`config.mk`:
```
export PLATFORM = sky130hd
export DESIGN_NAME = label_palette_colorizer
export DESIGN_NICKNAME = d
export VERILOG_FILES = /design/src/hw/rtl/lpc_pkg.sv /design/src/hw/rtl/label_palette_colorizer.sv
export SDC_FILE = /design/constraint.sdc
export NUM_CORES = 2
export LEC_CHECK = 0
export BUFFER_PORTS_ARGS = -buffer_cell sky130_fd_sc_hd__buf_2
export CAP_MARGIN = 20
export CORE_MARGIN = 5
export CORE_UTILIZATION = 60
export DETAILED_ROUTE_END_ITERATION = 8
export PLACE_DENSITY = 0.77
export SYNTH_ARGS = -nofsm -noshare
export SYNTH_HDL_FRONTEND = slang
export SYNTH_SLANG_ARGS = --single-unit
```
`constraint.sdc`:
```
create_clock -name clk -period 7 [get_ports clk]
set_input_delay 2.1 -clock clk [delete_from_list [all_inputs] [get_ports clk]]
set_output_delay 2.1 -clock clk [all_outputs]
set_load 0.05 [all_outputs]
```
`src/hw/rtl/lpc_pkg.sv`:
```
// shared constants, types and the palette function for the label colorizer
package lpc_pkg;

  typedef struct packed {
    logic [7:0] red;
    logic [7:0] green;
    logic [7:0] blue;
  } rgb_t;

  // color source for one item
  localparam logic [1:0] MODE_BLACK   = 2'd0;
  localparam logic [1:0] MODE_PALETTE = 2'd1;
  localparam logic [1:0] MODE_HUE     = 2'd2;

  localparam logic [31:0] PALETTE_LIMIT = 32'd21;
  localparam logic [31:0] GOLDEN_STEP   = 32'h9E37_79B9;

  // 255 * s * v in thousandths, and the rounded constant bytes
  localparam logic [33:0] SV_MILLI = 34'd169575;
  localparam logic [7:0]  V_BYTE   = 8'd242;
  localparam logic [7:0]  P_BYTE   = 8'd73;

  // (242.25 + 0.5) and (72.675 + 0.5) in units of 1/(1000*65536)
  localparam logic [34:0] Q_NUMER = 35'd15908864000;
  localparam logic [34:0] T_NUMER = 35'd4795596800;

  // floor(y / 1000) = (y * DIV1000_RECIP) >> DIV1000_SHIFT for y below 2^18
  localparam logic [36:0] DIV1000_RECIP = 37'd268436;
  localparam int          DIV1000_SHIFT = 28;

  // cycles from the accepting edge to the edge that takes the result
  localparam int PIPE_LATENCY = 7;

  // sector codes of the hue circle
  localparam logic [2:0] SECTOR_0 = 3'd0;
  localparam logic [2:0] SECTOR_1 = 3'd1;
  localparam logic [2:0] SECTOR_2 = 3'd2;
  localparam logic [2:0] SECTOR_3 = 3'd3;
  localparam logic [2:0] SECTOR_4 = 3'd4;

  // bit interleave: id bit 3i to red bit 7-i, 3i+1 to green, 3i+2 to blue
  function automatic rgb_t palette_color(input logic [31:0] id);
    rgb_t c;
    for (int i = 0; i < 8; i++) begin
      c.red[7-i]   = id[3*i];
      c.green[7-i] = id[3*i+1];
      c.blue[7-i]  = id[3*i+2];
    end
    return c;
  endfunction

endpackage

```
`src/hw/rtl/label_palette_colorizer.sv`:
```
// label colorizer: label id to blue, green, red overlay bytes, seven-stage pipeline
//
// usage:
//   an item (label_id, end_of_frame) is taken at each rising edge where start
//   is high and busy is low. busy is low except during reset, so one item can
//   enter on every clock.
//   each item gives one result on blue, green, red and frame_done, marked by
//   done for exactly one cycle. throughput is one item per clock outside reset;
//   each item passes through seven register stages: input, golden-ratio multiply,
//   hue times six, fraction times the saturation span, numerator and scale,
//   divide by 1000 through a reciprocal multiply, and the output register.
//   labels of zero or below give black, labels 1 to 20 the interleaved palette,
//   larger labels the golden-ratio hue walk.
//   reset clears the stage valid bits, so nothing in flight comes out after it.
//   the receiver cannot stall: results leave in order, one per accepted item,
//   and must be taken in the cycle that done is high.
module label_palette_colorizer
  import lpc_pkg::*;
(
  input  logic               clk,
  input  logic               rst,
  input  logic               start,
  output logic               busy,
  input  logic signed [31:0] label_id,
  input  logic               end_of_frame,
  output logic               done,
  output logic [7:0]         blue,
  output logic [7:0]         green,
  output logic [7:0]         red,
  output logic               frame_done
);

  logic v0, v1, v2, v3, v4, v5;

  // stage 0: input register
  logic [31:0] id0;
  logic        eof0;

  // stage 1: hue word and class
  logic [31:0] h1;
  logic [1:0]  mode1;
  rgb_t        pal1;
  logic        eof1;

  // stage 2: sector and fraction
  logic [2:0]  sector2;
  logic [15:0] f2;
  logic [1:0]  mode2;
  rgb_t        pal2;
  logic        eof2;

  // stage 3: fraction times span
  logic [33:0] x3;
  logic [2:0]  sector3;
  logic [1:0]  mode3;
  rgb_t        pal3;
  logic        eof3;

  // stage 4: numerators scaled by 1/65536
  logic [17:0] yq4, yt4;
  logic [2:0]  sector4;
  logic [1:0]  mode4;
  rgb_t        pal4;
  logic        eof4;

  // stage 5: rounded bytes
  logic [7:0]  q5, t5;
  logic [2:0]  sector5;
  logic [1:0]  mode5;
  rgb_t        pal5;
  logic        eof5;

  logic        accept;
  logic [31:0] h_prod;
  logic [1:0]  mode_next;
  logic [34:0] p6;
  logic [33:0] x_prod;
  logic [34:0] q_num, t_num;
  logic [36:0] q_prod, t_prod;
  rgb_t        hue_rgb, color_next;

  assign busy   = rst;
  assign accept = start && !busy;

  always_ff @(posedge clk) begin
    if (rst) begin
      v0 <= 1'b0;
      v1 <= 1'b0;
      v2 <= 1'b0;
      v3 <= 1'b0;
      v4 <= 1'b0;
      v5 <= 1'b0;
      done <= 1'b0;
    end else begin
      v0 <= accept;
      v1 <= v0;
      v2 <= v1;
      v3 <= v2;
      v4 <= v3;
      v5 <= v4;
      done <= v5;
    end
  end

  always_ff @(posedge clk) begin
    if (accept) begin
      id0  <= label_id;
      eof0 <= end_of_frame;
    end
  end

  assign h_prod = id0 * GOLDEN_STEP;

  always_comb begin
    if (id0[31] || id0 == 32'd0) begin
      mode_next = MODE_BLACK;
    end else if (id0 < PALETTE_LIMIT) begin
      mode_next = MODE_PALETTE;
    end else begin
      mode_next = MODE_HUE;
    end
  end

  always_ff @(posedge clk) begin
    h1    <= h_prod;
    mode1 <= mode_next;
    pal1  <= palette_color(id0);
    eof1  <= eof0;
  end

  // hue times six as 4h + 2h
  assign p6 = {1'b0, h1, 2'b00} + {2'b00, h1, 1'b0};

  always_ff @(posedge clk) begin
    sector2 <= p6[34:32];
    f2      <= p6[31:16];
    mode2   <= mode1;
    pal2    <= pal1;
    eof2    <= eof1;
  end

  assign x_prod = {18'd0, f2} * SV_MILLI;

  always_ff @(posedge clk) begin
    x3      <= x_prod;
    sector3 <= sector2;
    mode3   <= mode2;
    pal3    <= pal2;
    eof3    <= eof2;
  end

  assign q_num = Q_NUMER - {1'b0, x3};
  assign t_num = T_NUMER + {1'b0, x3};

  always_ff @(posedge clk) begin
    yq4     <= q_num[33:16];
    yt4     <= t_num[33:16];
    sector4 <= sector3;
    mode4   <= mode3;
    pal4    <= pal3;
    eof4    <= eof3;
  end

  assign q_prod = {19'd0, yq4} * DIV1000_RECIP;
  assign t_prod = {19'd0, yt4} * DIV1000_RECIP;

  always_ff @(posedge clk) begin
    q5      <= q_prod[DIV1000_SHIFT +: 8];
    t5      <= t_prod[DIV1000_SHIFT +: 8];
    sector5 <= sector4;
    mode5   <= mode4;
    pal5    <= pal4;
    eof5    <= eof4;
  end

  always_comb begin
    case (sector5)
      SECTOR_0: hue_rgb = '{red: V_BYTE, green: t5,     blue: P_BYTE};
      SECTOR_1: hue_rgb = '{red: q5,     green: V_BYTE, blue: P_BYTE};
      SECTOR_2: hue_rgb = '{red: P_BYTE, green: V_BYTE, blue: t5};
      SECTOR_3: hue_rgb = '{red: P_BYTE, green: q5,     blue: V_BYTE};
      SECTOR_4: hue_rgb = '{red: t5,     green: P_BYTE, blue: V_BYTE};
      default:  hue_rgb = '{red: V_BYTE, green: P_BYTE, blue: q5};
    endcase
  end

  always_comb begin
    case (mode5)
      MODE_PALETTE: color_next = pal5;
      MODE_HUE:     color_next = hue_rgb;
      default:      color_next = '0;
    endcase
  end

  always_ff @(posedge clk) begin
    red        <= color_next.red;
    green      <= color_next.green;
    blue       <= color_next.blue;
    frame_done <= eof5;
  end

endmodule

```
### After elaboration in Yosys (flattened, before gate mapping)

Cells that the tools add are included.

| cells by class | value |
|---|---|
| multipliers | 4 |
| reductions and logical operators | 5 |
| muxes and demuxes | 3 |
| eq/ne operators | 6 |
| $lt $le $gt $ge | 1 |
| add/subtract/negate cells | 3 |

Operators by type and width:

| operator | number |
|---|---|
| $pmux 24 s5 | 1 |
| $mul 18x17->34 const B | 2 |
| $pmux 24 s2 | 1 |
| $add 34x33->35 | 1 |
| $add 33x34->34 const A | 1 |
| $mul 16x18->34 const B | 1 |
| $sub 34x34->34 const A | 1 |
| $logic_not 32->1 | 1 |
| $lt 32x5->1 const B | 1 |
| $mul 32x32->32 const B | 1 |
| $eq 3x2->1 const B | 2 |
| $eq 3x1->1 const B | 1 |
| $eq 3x3->1 const B | 1 |
| $logic_not 3->1 | 1 |
| $eq 2x1->1 const B | 1 |
| $eq 2x2->1 const B | 1 |
| $mux 2 | 1 |
| $logic_and 1x1->1 | 1 |
| $logic_not 1->1 | 1 |
| $logic_or 1x1->1 | 1 |

| word-level totals | value |
|---|---|
| bits of input ports | 36 |
| register bits | 346 |
| output and inout port bits | 27 |
| word-level logic and storage cells | 71 |

### Depth between registers and ports, before layout

| depth | value |
|---|---|
| depth in word-level cells | 3 |
| mapped depth | 25 |
| depth with buffers taken out | 25 |

### Least setup slack after synthesis

OpenSTA, ideal clock, no wires.

| timing path | value |
|---|---|
| path type | register to register |
| from | register id0[3] |
| to | register h1[31] |
| library setup time | 0.121 ns |
| arrival | 6.247 ns |
| buffers on the path | 0 |
| period minus slack after synthesis | 6.368 ns |
| path slack | 0.632 ns |
| cell stages (with the launch flop) | 23 |
| data required time | 6.879 ns |
| cell sequence | edfxtp_1 > inv_1 > fa_1 > inv_1 > fa_1 > fa_1 > inv_1 > fa_1 > inv_1 > fa_1 > ha_1 > fa_1 > fa_1 > ha_1 > a21oi_1 > nand2_1 > a2111o_1 > o221a_2 > o21bai_1 > a311oi_1 > a21oi_1 > o21ai_0 > xnor2_1 |

| between the ends | value |
|---|---|
| word-level cells in the longest chain between the ends | 1 |

Ends and longest elaborated chain:

| what | line | text |
|---|---|---|
| from (decl) | label_palette_colorizer.sv:36 | `logic [31:0] id0;` |
| from (signal assigned) | label_palette_colorizer.sv:107 | `id0 <= label_id;` |
| $mul 32x32->32 | label_palette_colorizer.sv:112 | `assign h_prod = id0 * GOLDEN_STEP;` |
| named net h_prod[31] | label_palette_colorizer.sv:74 | `logic [31:0] h_prod;` |
| to (signal assigned) | label_palette_colorizer.sv:125 | `h1 <= h_prod;` |
| to (decl) | label_palette_colorizer.sv:40 | `logic [31:0] h1;` |

The timed path passes the listed nets, and every way through them passes these cells.
A chain may end at the register's enable or synchronous reset.

### Worst setup path after layout

| timing path | value |
|---|---|
| from | register id0[18] |
| to | register h1[30] |

The elaborated chain is that of the path after synthesis.

==> results.md <==
- CP required: 7.49 ns
- Total Wirelength: 70700 µm
- Gpl congestion: 1.02
- Layout cell share with drive strength beyond 1: 5.42%
- CTS tree: done
- Vias/cell: 5.39
- CP delay by family, top: adder cells
- Core area: 52600 µm²
- Post-synth ARST share: 0%
- Min Tclk post-route: 6.71 ns
- Detailed Place HPWL: 60100 µm
- Buf+Inv Stages, Crit Path: 3
- CP Cell Sequence: inv_1, ha_1, ha_1, fa_1, inv_1, fa_1, inv_1, fa_1, fa_1, fa_1, fa_1, ha_1, a21o_1, a21o_1, a21oi_1, o21ai_0, a311o_1, a21oi_1, xnor2_1
- Worst-path clk slew: 0.07 ns
- Final setup violation count: 0
- Max frequency: 0.149 GHz
- Final Skew: 0.0266 ns
- Unrepaired setup endpoints after global routing: false
- PortBufs: 62
- Clk root buf: clkbuf_16
- Ys flop type: dfxtp_1
- Slew HR: 29.7%
- Top cell by count, worst path: fa_1
- Number of clock sinks: 343
- Global route overflow: 0
- Cell Area, Synth: 31800 µm²
- IO Count: 63
- Hold Slack: 0.324 ns
- Final hold viol count: 0
- Gr usage total: 25.6%
- Post-Syn Instances: 2958
- Min setup slack post-route: 0.291 ns
- ANT cells: 0
- WS Path Type: reg -> reg
- DRC viols: 0
- Total CTS buffers: 35
- Detail Route Antenna Nets: 0
- First-pass DRT Iterations: 7
- CTS max path bufs: 3
- Crit-path max cell delay: 0.66 ns
- Max Slew Vio Count: 0
- Slew @ Worst Pin: 1.05 ns
- Vias: 20300
- # rows: 84
- Register area share after synthesis: 22.6%
- First-pass GRT wire length: 117000 µm
- #FFs+latches synth: 343
- Final period util: 95.8%
- EDFF count, synth: 33
- # nets final: 4201
- Max Fanout on Critical Path: 8
- Initial antenna violation count: 0
- H-tree levels: 2
- Critical Path AT: 7.19 ns
- CP endpoint kind: register
- DR iter-0 viols: 901
- Wire per inst: 18.7 µm
- Clk_lat worst skew: 0.56 ns
- Maxcap violations: 0
- Syn. warnings: 0
- TNS Setup: 0 ns
- Slowest CP cell: edfxtp_1
- Synthesized net count: 4102
- CP Launch Type: register
- Most frequent cells in the layout: inv_1, ha_1, fa_1, dfxtp_1, a21oi_1
- Library cells used by synthesis: 71
- Chip width: 240 µm
- Largest net degree at the start of global routing: 34
- Post-placement setup slack: 0.258 ns
- Initial Util: 60.6%
- Hold WC Path Type: reg -> reg
- Area Growth Syn to Fin: 7.85%
- Die area: 57800 µm²
- Vias in the first global route: 22800
- Leading cell type in the layout, fill and taps excluded: inv_1
- Status: finished, final reports clean
- Die height: 240 µm
- Avg Cell Area, Syn: 10.8 µm²
## final timing paths
check	from	end	slack, ns	cells after the start
max	id0[18]	h1[30]	0.29	19
min	pal2[1]	pal3[1]	0.32	0
max reg2reg	id0[18]	h1[30]	0.29	19
min reg2reg	pal2[1]	pal3[1]	0.32	0
## cell usage after synthesis (3+ instances only)
| cell type | n | area share [%] |
|---|---|---|
| o21ai_0 | 61 | 0.96 |
| ha_1 | 695 | 27 |
| dfxtp_1 | 310 | 19 |
| xor2_1 | 43 | 1.2 |
| fa_1 | 413 | 26 |
| nor4_1 | 9 | 0.18 |
| a31o_2 | 6 | 0.17 |
| nand3_1 | 26 | 0.41 |
| xnor2_1 | 103 | 2.8 |
| nand2_1 | 68 | 0.80 |
| nand2b_1 | 9 | 0.18 |
| o21a_1 | 14 | 0.33 |
| inv_1 | 698 | 8.2 |
| and4_1 | 4 | 0.11 |
| a41oi_1 | 3 | 0.083 |
| nor3_1 | 14 | 0.22 |
| a21o_1 | 49 | 1.2 |
| o21bai_1 | 8 | 0.19 |
| o31ai_1 | 5 | 0.12 |
| o2111ai_1 | 4 | 0.11 |
| nand4_1 | 17 | 0.33 |
| o211ai_1 | 4 | 0.094 |
| clkbuf_1 | 25 | 0.29 |
| a311oi_1 | 4 | 0.11 |
| or3_1 | 3 | 0.059 |
| a22oi_1 | 12 | 0.28 |
| o221ai_1 | 8 | 0.22 |
| edfxtp_1 | 33 | 3.1 |
| a21oi_1 | 116 | 1.8 |
| and3_1 | 9 | 0.18 |
| and2_1 | 5 | 0.098 |
| nor2_1 | 84 | 0.99 |
| or2_2 | 4 | 0.079 |
| a211oi_1 | 10 | 0.24 |
| nor2b_1 | 30 | 0.59 |
| o41ai_1 | 3 | 0.083 |
| a221oi_1 | 4 | 0.11 |
## cell families after synthesis
logic type / count (synthesis) / share of synthesized area, %
AOI/OAI and AO/OA: 343 / 7.01
xor gates and xnor gates: 146 / 4.02
adders and majority gates: 1108 / 53.3
buffers and inverters: 725 / 8.56
DFF: 343 / 22.6
muxes: 2 / 0.0629
and+or+nand+nor: 291 / 4.45
## metal layers
layer  routed length, µm  global-route usage, %  up-vias
met5                   0                      0        -
met4                3120                   9.68        0
met3                2350                   2.91      157
met2               36700                   46.9      379
met1               28500                   30.8    10100
li1                    -                      -     9727
## timing repair
item	CTS	global route
hold buffers	0	0
setup buffers	0	7
endpoints found under the setup margin	0	2
gates resized for setup	0	1
## stage by stage
stage	std cells	cell area, µm²	util [%]
floorplan	2958	31800	-
global placement	3700	33000	62.9
detailed placement	3700	33000	62.9
CTS	3762	34300	65.2
global route	3770	34300	65.3
finish	3770	34300	65.3
## flip-flops by register name, summed over array words and instances, names as in the netlist, 3 cells and up
register,count
id0,32
pal4,24
sector4,3
t5,8
f2,16
yt4,18
sector3,3
yq4,18
blue,8
red,8
pal1,21
pal3,24
pal5,24
h1,32
q5,8
x3,34
sector5,3
sector2,3
pal2,24
green,8
## final cells by class
| cell class | count | area, µm² |
|---|---|---|
| inverters | 698 | 2620 |
| clock buffers | 47 | 1010 |
| repair buffers | 89 | 510 |
| flip-flops and latches | 343 | 7200 |
| fillers | 4024 | 18200 |
| clock inverters | 15 | 213 |
| well taps | 688 | 861 |
| multi-input cells | 1890 | 21900 |
Power is left out: the tool's default activity adds up to more than one toggle a clock period on the data nets, which glitch-free logic cannot reach.
